File: config.mk
export PLATFORM = sky130hd
export DESIGN_NAME = sorted_priority_queue_unit
export DESIGN_NICKNAME = d
export VERILOG_FILES = /design/src/spq_pkg.sv /design/src/sorted_priority_queue_unit.sv /design/src/spq_cell.sv
export SDC_FILE = /design/constraint.sdc
export NUM_CORES = 1
export LEC_CHECK = 0
export BUFFER_PORTS_ARGS = -buffer_cell sky130_fd_sc_hd__clkbuf_2
export CORE_UTILIZATION = 45
export DETAILED_ROUTE_END_ITERATION = 8
export GPL_TIMING_DRIVEN = 0
export PLACE_DENSITY_LB_ADDON = 0.08
export REMOVE_ABC_BUFFERS = 1
export SETUP_SLACK_MARGIN = 0.1
export SLEW_MARGIN = 20
export SYNTH_ARGS = -nofsm -noshare
export SYNTH_HDL_FRONTEND = slang
export SYNTH_SLANG_ARGS = --single-unit
File: constraint.sdc
create_clock -name clk_i -period 6.2 [get_ports clk_i]
set_input_delay 1.55 -clock clk_i [delete_from_list [all_inputs] [get_ports clk_i]]
set_output_delay 1.55 -clock clk_i [all_outputs]
set_load 0.05 [all_outputs]
File: src/spq_pkg.sv
// ----------------------------------------------------------------------------
// spq_pkg: shared types and constants for the sorted priority queue
// Holds the queue geometry, the entry layout, the operation and status codes
// and the control word that the top level broadcasts to every cell.
// ----------------------------------------------------------------------------
package spq_pkg;

  localparam int CAPACITY = 8;
  localparam int CNT_W    = $clog2(CAPACITY + 1);
  localparam int PRIO_W   = 16;
  localparam int VALUE_W  = 32;
  localparam int FILL_W   = 4;
  localparam int FUNC_W   = 2;
  localparam int STATUS_W = 2;

  // Request operation codes as they arrive in tuser.
  typedef enum logic [FUNC_W-1:0] {
    FUNC_INSERT = 2'd0,
    FUNC_PULL   = 2'd1,
    FUNC_PEEK   = 2'd2,
    FUNC_NOP    = 2'd3
  } func_e;

  // Result status codes.
  typedef enum logic [STATUS_W-1:0] {
    STATUS_OK    = 2'd0,
    STATUS_FULL  = 2'd1,
    STATUS_EMPTY = 2'd2,
    STATUS_RSVD  = 2'd3
  } status_e;

  // What every cell does in the current cycle.
  typedef enum logic [1:0] {
    CELL_HOLD   = 2'd0,
    CELL_INSERT = 2'd1,
    CELL_SHIFT  = 2'd2,
    CELL_RSVD   = 2'd3
  } cell_op_e;

  typedef struct packed {
    logic signed [PRIO_W-1:0] prio;
    logic [VALUE_W-1:0]       value;
  } entry_t;

  // Control word broadcast to the whole chain.
  typedef struct packed {
    cell_op_e op;
    entry_t   new_entry;
  } cell_ctrl_t;

endpackage

File: src/sorted_priority_queue_unit.sv
// ----------------------------------------------------------------------------
// sorted_priority_queue_unit: bounded priority queue on a chain of cells
// Eight entries kept sorted by descending signed priority; insert, pull,
// peek and no-op requests each produce one result.
// ----------------------------------------------------------------------------
// Usage:
//   Requests enter on the s_axis channel. tuser carries the operation code
//   (insert, pull, peek, or a no-op), tdata the priority and payload of an
//   insert. Each request yields exactly one result on m_axis: the head
//   payload for a successful pull or peek (zero otherwise), a status code in
//   tuser, and the fill count with empty and full flags after the request.
//   The result is registered at the edge that accepts the request and is
//   offered in the following cycle. One request per cycle
//   is accepted while results are taken, because every cell compares its own
//   priority against the new one in parallel and the whole chain shifts in
//   that same edge; the single compare per cell sets the cycle time.
//   When the receiver stalls, the held result keeps s_axis_tready low, so no
//   request is lost or overtaken; the next request is taken in the cycle the
//   held result leaves. Equal priorities leave in arrival order. An insert
//   into a full queue is dropped with the full status; pull or peek on an
//   empty queue reports the empty status. Reset empties the queue and the
//   result register at once; entry contents are not cleared.
module sorted_priority_queue_unit (
  input  logic        clk_i,
  input  logic        rst_ni,
  // tuser: [1:0] func
  input  logic [1:0]  s_axis_tuser,
  // tdata: [15:0] priority_req, [47:16] item_value
  input  logic [47:0] s_axis_tdata,
  input  logic        s_axis_tvalid,
  output logic        s_axis_tready,
  // tuser: [1:0] status
  output logic [1:0]  m_axis_tuser,
  // tdata: [31:0] head_value, [35:32] fill_count, [36] is_empty, [37] is_full,
  // [39:38] zero
  output logic [39:0] m_axis_tdata,
  output logic        m_axis_tvalid,
  input  logic        m_axis_tready
);
  import spq_pkg::*;

  // Request fields.
  func_e                    req_func;
  logic signed [PRIO_W-1:0] req_prio;
  logic [VALUE_W-1:0]       req_value;
  logic                     req_fire;

  assign req_func  = func_e'(s_axis_tuser[FUNC_W-1:0]);
  assign req_prio  = s_axis_tdata[PRIO_W-1:0];
  assign req_value = s_axis_tdata[PRIO_W +: VALUE_W];

  // The result register frees itself in the cycle its content is taken.
  assign s_axis_tready = !m_axis_tvalid || m_axis_tready;
  assign req_fire      = s_axis_tvalid && s_axis_tready;

  // Fill count of the chain.
  logic [CNT_W-1:0] count_q;
  logic [CNT_W-1:0] count_d;
  logic             q_empty;
  logic             q_full;

  assign q_empty = (count_q == '0);
  assign q_full  = (count_q == CNT_W'(CAPACITY));

  // Chain of cells.
  cell_ctrl_t          ctrl;
  entry_t              cell_entry [CAPACITY];
  logic [CAPACITY-1:0] cell_keep;
  logic [CAPACITY-1:0] cell_occ;

  genvar gi;
  generate
    for (gi = 0; gi < CAPACITY; gi++) begin : g_cell
      entry_t left_entry;
      entry_t right_entry;
      logic   left_keep;

      assign cell_occ[gi] = (CNT_W'(gi) < count_q);

      if (gi == 0) begin : g_first
        // The head has nothing in front of it, so it takes the new entry
        // whenever its own entry loses the compare.
        assign left_keep  = 1'b1;
        assign left_entry = ctrl.new_entry;
      end else begin : g_inner
        assign left_keep  = cell_keep[gi-1];
        assign left_entry = cell_entry[gi-1];
      end

      if (gi == CAPACITY - 1) begin : g_last
        // The tail slot becomes free on a pull; its content is stale anyway.
        assign right_entry = cell_entry[gi];
      end else begin : g_body
        assign right_entry = cell_entry[gi+1];
      end

      spq_cell u_cell (
        .clk_i         (clk_i),
        .ctrl_i        (ctrl),
        .occupied_i    (cell_occ[gi]),
        .left_keep_i   (left_keep),
        .left_entry_i  (left_entry),
        .right_entry_i (right_entry),
        .entry_o       (cell_entry[gi]),
        .keep_o        (cell_keep[gi])
      );
    end
  endgenerate

  // Decode the request into a chain command and the result it produces.
  status_e            res_status;
  logic [VALUE_W-1:0] res_head;

  always_comb begin
    ctrl.op                  = CELL_HOLD;
    ctrl.new_entry.prio      = req_prio;
    ctrl.new_entry.value     = req_value;
    count_d                  = count_q;
    res_status               = STATUS_OK;
    res_head                 = '0;
    case (req_func)
      FUNC_INSERT: begin
        if (q_full) begin
          res_status = STATUS_FULL;
        end else begin
          ctrl.op = CELL_INSERT;
          count_d = count_q + CNT_W'(1);
        end
      end
      FUNC_PULL: begin
        if (q_empty) begin
          res_status = STATUS_EMPTY;
        end else begin
          ctrl.op  = CELL_SHIFT;
          count_d  = count_q - CNT_W'(1);
          res_head = cell_entry[0].value;
        end
      end
      FUNC_PEEK: begin
        if (q_empty) begin
          res_status = STATUS_EMPTY;
        end else begin
          res_head = cell_entry[0].value;
        end
      end
      default: begin
        ctrl.op = CELL_HOLD;
      end
    endcase
    // Nothing moves unless a request is actually taken.
    if (!req_fire) begin
      ctrl.op = CELL_HOLD;
      count_d = count_q;
    end
  end

  // Result register.
  logic                out_valid_q;
  logic [VALUE_W-1:0]  out_head_q;
  status_e             out_status_q;
  logic [CNT_W-1:0]    out_count_q;

  always_ff @(posedge clk_i or negedge rst_ni) begin
    if (!rst_ni) begin
      count_q     <= '0;
      out_valid_q <= 1'b0;
    end else begin
      count_q <= count_d;
      if (req_fire) begin
        out_valid_q <= 1'b1;
      end else if (m_axis_tready) begin
        out_valid_q <= 1'b0;
      end
    end
  end

  always_ff @(posedge clk_i) begin
    if (req_fire) begin
      out_head_q   <= res_head;
      out_status_q <= res_status;
      out_count_q  <= count_d;
    end
  end

  assign m_axis_tvalid = out_valid_q;
  assign m_axis_tuser  = out_status_q;
  assign m_axis_tdata  = {2'b00,
                          (out_count_q == CNT_W'(CAPACITY)),
                          (out_count_q == '0),
                          FILL_W'(out_count_q),
                          out_head_q};

  // The fill count never passes the number of cells.
  a_count_bound: assert property (@(posedge clk_i) disable iff (!rst_ni)
    count_q <= CNT_W'(CAPACITY))
    else $error("fill count exceeds capacity");

  // A pull on a non-empty queue removes exactly one entry.
  a_pull_dec: assert property (@(posedge clk_i) disable iff (!rst_ni)
    (req_fire && req_func == FUNC_PULL && !q_empty)
      |=> (count_q == $past(count_q) - CNT_W'(1)))
    else $error("pull did not remove one entry");

  // An insert into a full queue leaves the count unchanged.
  a_full_drop: assert property (@(posedge clk_i) disable iff (!rst_ni)
    (req_fire && req_func == FUNC_INSERT && q_full) |=> q_full)
    else $error("insert into full queue changed the fill count");

  // Occupied neighbors stay in descending priority order.
  generate
    for (gi = 0; gi < CAPACITY - 1; gi++) begin : g_order_chk
      a_sorted: assert property (@(posedge clk_i) disable iff (!rst_ni)
        cell_occ[gi+1] |-> (cell_entry[gi].prio >= cell_entry[gi+1].prio))
        else $error("chain lost its priority order");
    end
  endgenerate

endmodule

File: src/spq_cell.sv
// ----------------------------------------------------------------------------
// spq_cell: one slot of the sorted chain
// Holds one entry. On an insert it keeps its entry, takes the new one or takes
// its left neighbor's entry; on a pull it takes its right neighbor's entry.
// ----------------------------------------------------------------------------
module spq_cell (
  input  logic                clk_i,
  input  spq_pkg::cell_ctrl_t ctrl_i,
  input  logic                occupied_i,
  input  logic                left_keep_i,
  input  spq_pkg::entry_t     left_entry_i,
  input  spq_pkg::entry_t     right_entry_i,
  output spq_pkg::entry_t     entry_o,
  output logic                keep_o
);
  import spq_pkg::*;

  entry_t entry_q;
  entry_t entry_d;

  // An occupied cell whose priority is at least the new one stays in front.
  assign keep_o = occupied_i && (entry_q.prio >= ctrl_i.new_entry.prio);

  always_comb begin
    entry_d = entry_q;
    case (ctrl_i.op)
      CELL_INSERT: begin
        if (!keep_o) begin
          entry_d = left_keep_i ? ctrl_i.new_entry : left_entry_i;
        end
      end
      CELL_SHIFT: begin
        entry_d = right_entry_i;
      end
      default: begin
        entry_d = entry_q;
      end
    endcase
  end

  always_ff @(posedge clk_i) begin
    entry_q <= entry_d;
  end

  assign entry_o = entry_q;

endmodule

==> impl_metrics.py <==
metrics = {
    "placed_design": {
        "dpl_cell_area_mm2": 0.0255,
        "place_ws_ns": 0.627,
        "dp_hpwl_um": 44800,
        "portBuffers": 95,
        "gp_congestion": 0.848,
    },
    "timing": {
        "period_needed_ns": 4.98,
        "slew_viol_final": 0,
        "max-slew-margin-rel_pct": 33.5,
        "hold_violations": 0,
        "rsz0062_at_grt": "false",
        "fin_ws_ns": 1.22,
        "setup_viol": 0,
        "fin_worst_skew_ns": 0.0320,
        "max_clock_freq_mhz": 201,
        "min_period_over_period_pct": 80.3,
        "tns_ns": 0,
        "tightest_slew_ns": 0.985,
    },
    "cells_and_area": {
        "fin_nets": 2343,
        "diodes": 0,
        "multi_input_area_mm2": 0.00974,
        "final_core_util_pct": 53.5,
        "drive_gt1_share_pct": 14.4,
        "seq_area_mm2": 0.0128,
        "syn2layout_area_growth_pct": 16.6,
        "fin_area_mm2": 0.0270,
        "fillers": 4392,
    },
    "setup_path": {
        "cp-start-kind": "input port",
        "cp.arrival_ns": 5.28,
        "crit_path_end_kind": "register",
        "critPathKind": "in2reg",
        "worstPathRequired_ns": 6.50,
        "crit_path_max_incr_delay_ns": 0.81,
        "worstPathMaxFanout": 17,
        "cpMostUsedCell": "a21o_1",
        "slowest_stage": "o311ai_0",
        "crit_chain": "clkbuf_2 -> inv_1 -> ha_1 -> a21o_1 -> a21o_1 -> a21oi_1 -> nor2_1 -> o311ai_0 -> a31oi_4 -> o21ai_4 -> buf_12",
    },
    "routing": {
        "dr.pass1.iters": 7,
        "vias_per_cell": 5.89,
        "drc_errors": 0,
        "wl_um": 64800,
        "ant_nets": 0,
        "wl_per_cell_um": 22.6,
        "first_iter_violations": 1248,
        "via_count": 16900,
    },
    "clocking": {
        "cts_root_buf": "clkbuf_16",
        "post_cts_buffers": 0,
        "cts_made_buffers": 49,
        "clockBufferDepth": 3,
        "clkSinkCount": 427,
        "insertion_delay_ns": 0.61,
        "cts_resized": 0,
        "path_clk_slew_ns": 0.06,
        "cts_tree": "yes",
        "holdBufCountCts": 0,
        "ctsHtreeMaxLevel": 2,
    },
    "power": {
        "p_leak_nw": 10.3,
        "powerDensity_mw_per_mm2": 364,
        "ir_drop_mv": 0.183,
    },
    "die": {
        "ioPinCount": 98,
        "core_area_mm2": 0.0505,
        "die_h_um": 229,
        "die_area_mm2": 0.0524,
        "fp.dieW_um": 229,
        "rows": 82,
        "initial_utilization_pct": 45.9,
    },
    "logic_synthesis": {
        "synth_seq_cells": 427,
        "ys_top_cells_by_area": "edfxtp_1, mux2i_1, ha_1",
        "synth_cell_type_count": 55,
        "synth_simple_gate_area_share_pct": 12.0,
        "synth_fa_ha_area_share_pct": 7.24,
        "synth_xor_area_share_pct": 0,
        "synth-edff-count": 422,
        "yosysWarningCount": 0,
        "synth_top_cell_area_share_pct": 54.7,
        "ys.flop_type": "edfxtp_1",
        "synth-async-reset-ratio_pct": 1.17,
        "synthMuxAreaShare_pct": 10.5,
        "syn_area_mm2": 0.0232,
        "post_synth.cell_area_avg_um2": 11.3,
        "synth-compound-area-share_pct": 11.5,
        "yosysSeqAreaShare_pct": 55.2,
        "synth_top_family_by_area": "simple AND/OR/NAND/NOR gates",
        "yosysTopAreaCell": "edfxtp_1",
        "syn_inst": 2054,
    },
    "global_routing": {
        "antenna_found_initial": 3,
        "grt_max_degree": 75,
        "grt_pass1_wl_um": 100000,
        "grt.total_usage_pct": 24.8,
        "first_global_vias": 16600,
        "overflow": 0,
    },
    "min_path": {
        "hp-class": "reg2reg",
    },
    "run_status": {
        "status": "complete, no violations",
    },
    "run": {
        "drv_cap": 0,
    },
}
final timing paths:
path                                               from                      endpoint  slack [ns]  cells past startpoint
max                                     s_axis_tdata[5]   g_cell[6].u_cell.entry_o[8]        1.22                     11
min                        g_cell[6].u_cell.entry_o[13]  g_cell[5].u_cell.entry_o[13]        0.55                      2
max reg2reg                g_cell[6].u_cell.entry_o[37]   g_cell[6].u_cell.entry_o[8]        2.16                      9
min reg2reg                g_cell[6].u_cell.entry_o[13]  g_cell[5].u_cell.entry_o[13]        0.55                      2
max in group asynchronous                        rst_ni                    count_q[0]        5.27                      1
min in group asynchronous                        rst_ni                 m_axis_tvalid        0.77                      1
Yosys cell counts, types with 19 or more instances:
| cell | instances |
|---|---|
| edfxtp_1 | 422 |
| nand2_1 | 277 |
| mux2i_1 | 187 |
| a21oi_1 | 180 |
| nor2_1 | 155 |
| ha_1 | 134 |
| nand3_1 | 115 |
| o211ai_1 | 104 |
| o21ai_0 | 87 |
| clkbuf_1 | 74 |
| mux2_2 | 48 |
| inv_1 | 41 |
| buf_2 | 37 |
| and3_1 | 33 |
| a21o_1 | 21 |
| nand4_1 | 19 |
metrics by stage:
stage	hold slack (ns)	std cells	total power, mW
2_1_floorplan	0.518	1920	6.01
3_3_place_gp	0.513	2687	7.07
3_5_place_dp	0.532	2776	7.11
4_1_cts	0.547	2868	9.87
5_1_grt	0.575	2868	10.3
6_report	0.545	2868	9.82
final cells by class:
cell class / count / share of cell area (%)
Tap cell: 672 / 3.11
Timing Repair Buffer: 184 / 7.38
Inverter: 41 / 0.570
Sequential cell: 427 / 47.4
Clock buffer: 67 / 4.95
Multi-Input combinational cell: 1452 / 36.0
Clock inverter: 25 / 0.593
report_power, final:
group / total, mW / switching [mW] / internal (mW) / leakage (nW)
Combinational: 3.19 / 1.80 / 1.39 / 5.67
Sequential: 3.87 / 0.177 / 3.69 / 3.93
Clock: 2.76 / 1.21 / 1.55 / 0.726
cells in the final DEF (no fill, tap or decap), drive strengths merged, types with 4 or more instances in the layout:
cell	count
a21oi	180
dfrtp	5
mux2	48
edfxtp	422
a221oi	4
nor3	5
buf	89
o21ai	92
nand2b	11
clkbuf	162
a21o	21
o22ai	5
o221ai	6
nor4	4
inv	41
nor2	155
nand2	277
a31oi	6
clkinv	23
nor2b	8
mux2i	188
ha	134
nand4	20
and3	33
o211ai	104
nand3	115
cells by family (layout without fill, tap and decap cells):
| group | Yosys count | after routing |
|---|---|---|
| flops | 427 | 427 |
| other cells | 1 | 2 |
| mux | 236 | 236 |
| buf+inv | 176 | 317 |
| simple gates | 639 | 639 |
| fa+ha+maj | 134 | 134 |
| compound gates | 441 | 441 |
critical path: cells and delay by family:
family                   cells  cell delay [ns]
buffers and inverters        3             0.71
adder cells (fa/ha/maj)      1             0.31
AND/OR/NAND/NOR              1             0.06
AO/OA/AOI/OAI                6             2.62
state kept, by name, indices dropped and copies added (netlist names):
name,cells
g_cell.u_cell.entry_o,384
out_head_q,32
count_q,4
m_axis_tvalid,1
out_count_q,4
m_axis_tuser,2
routing by layer:
layer  part of all wire (%)  track usage [%]  vias to the layer above
met3                    5.5             2.88                       92
met2                     45             38.5                      501
li1                       -                -                     7922
met1                     48             36.8                     8366
met4                    1.8             6.04                        6
met5                  0.056                0                        -
Note: power is estimated with default switching activity, not from simulation.
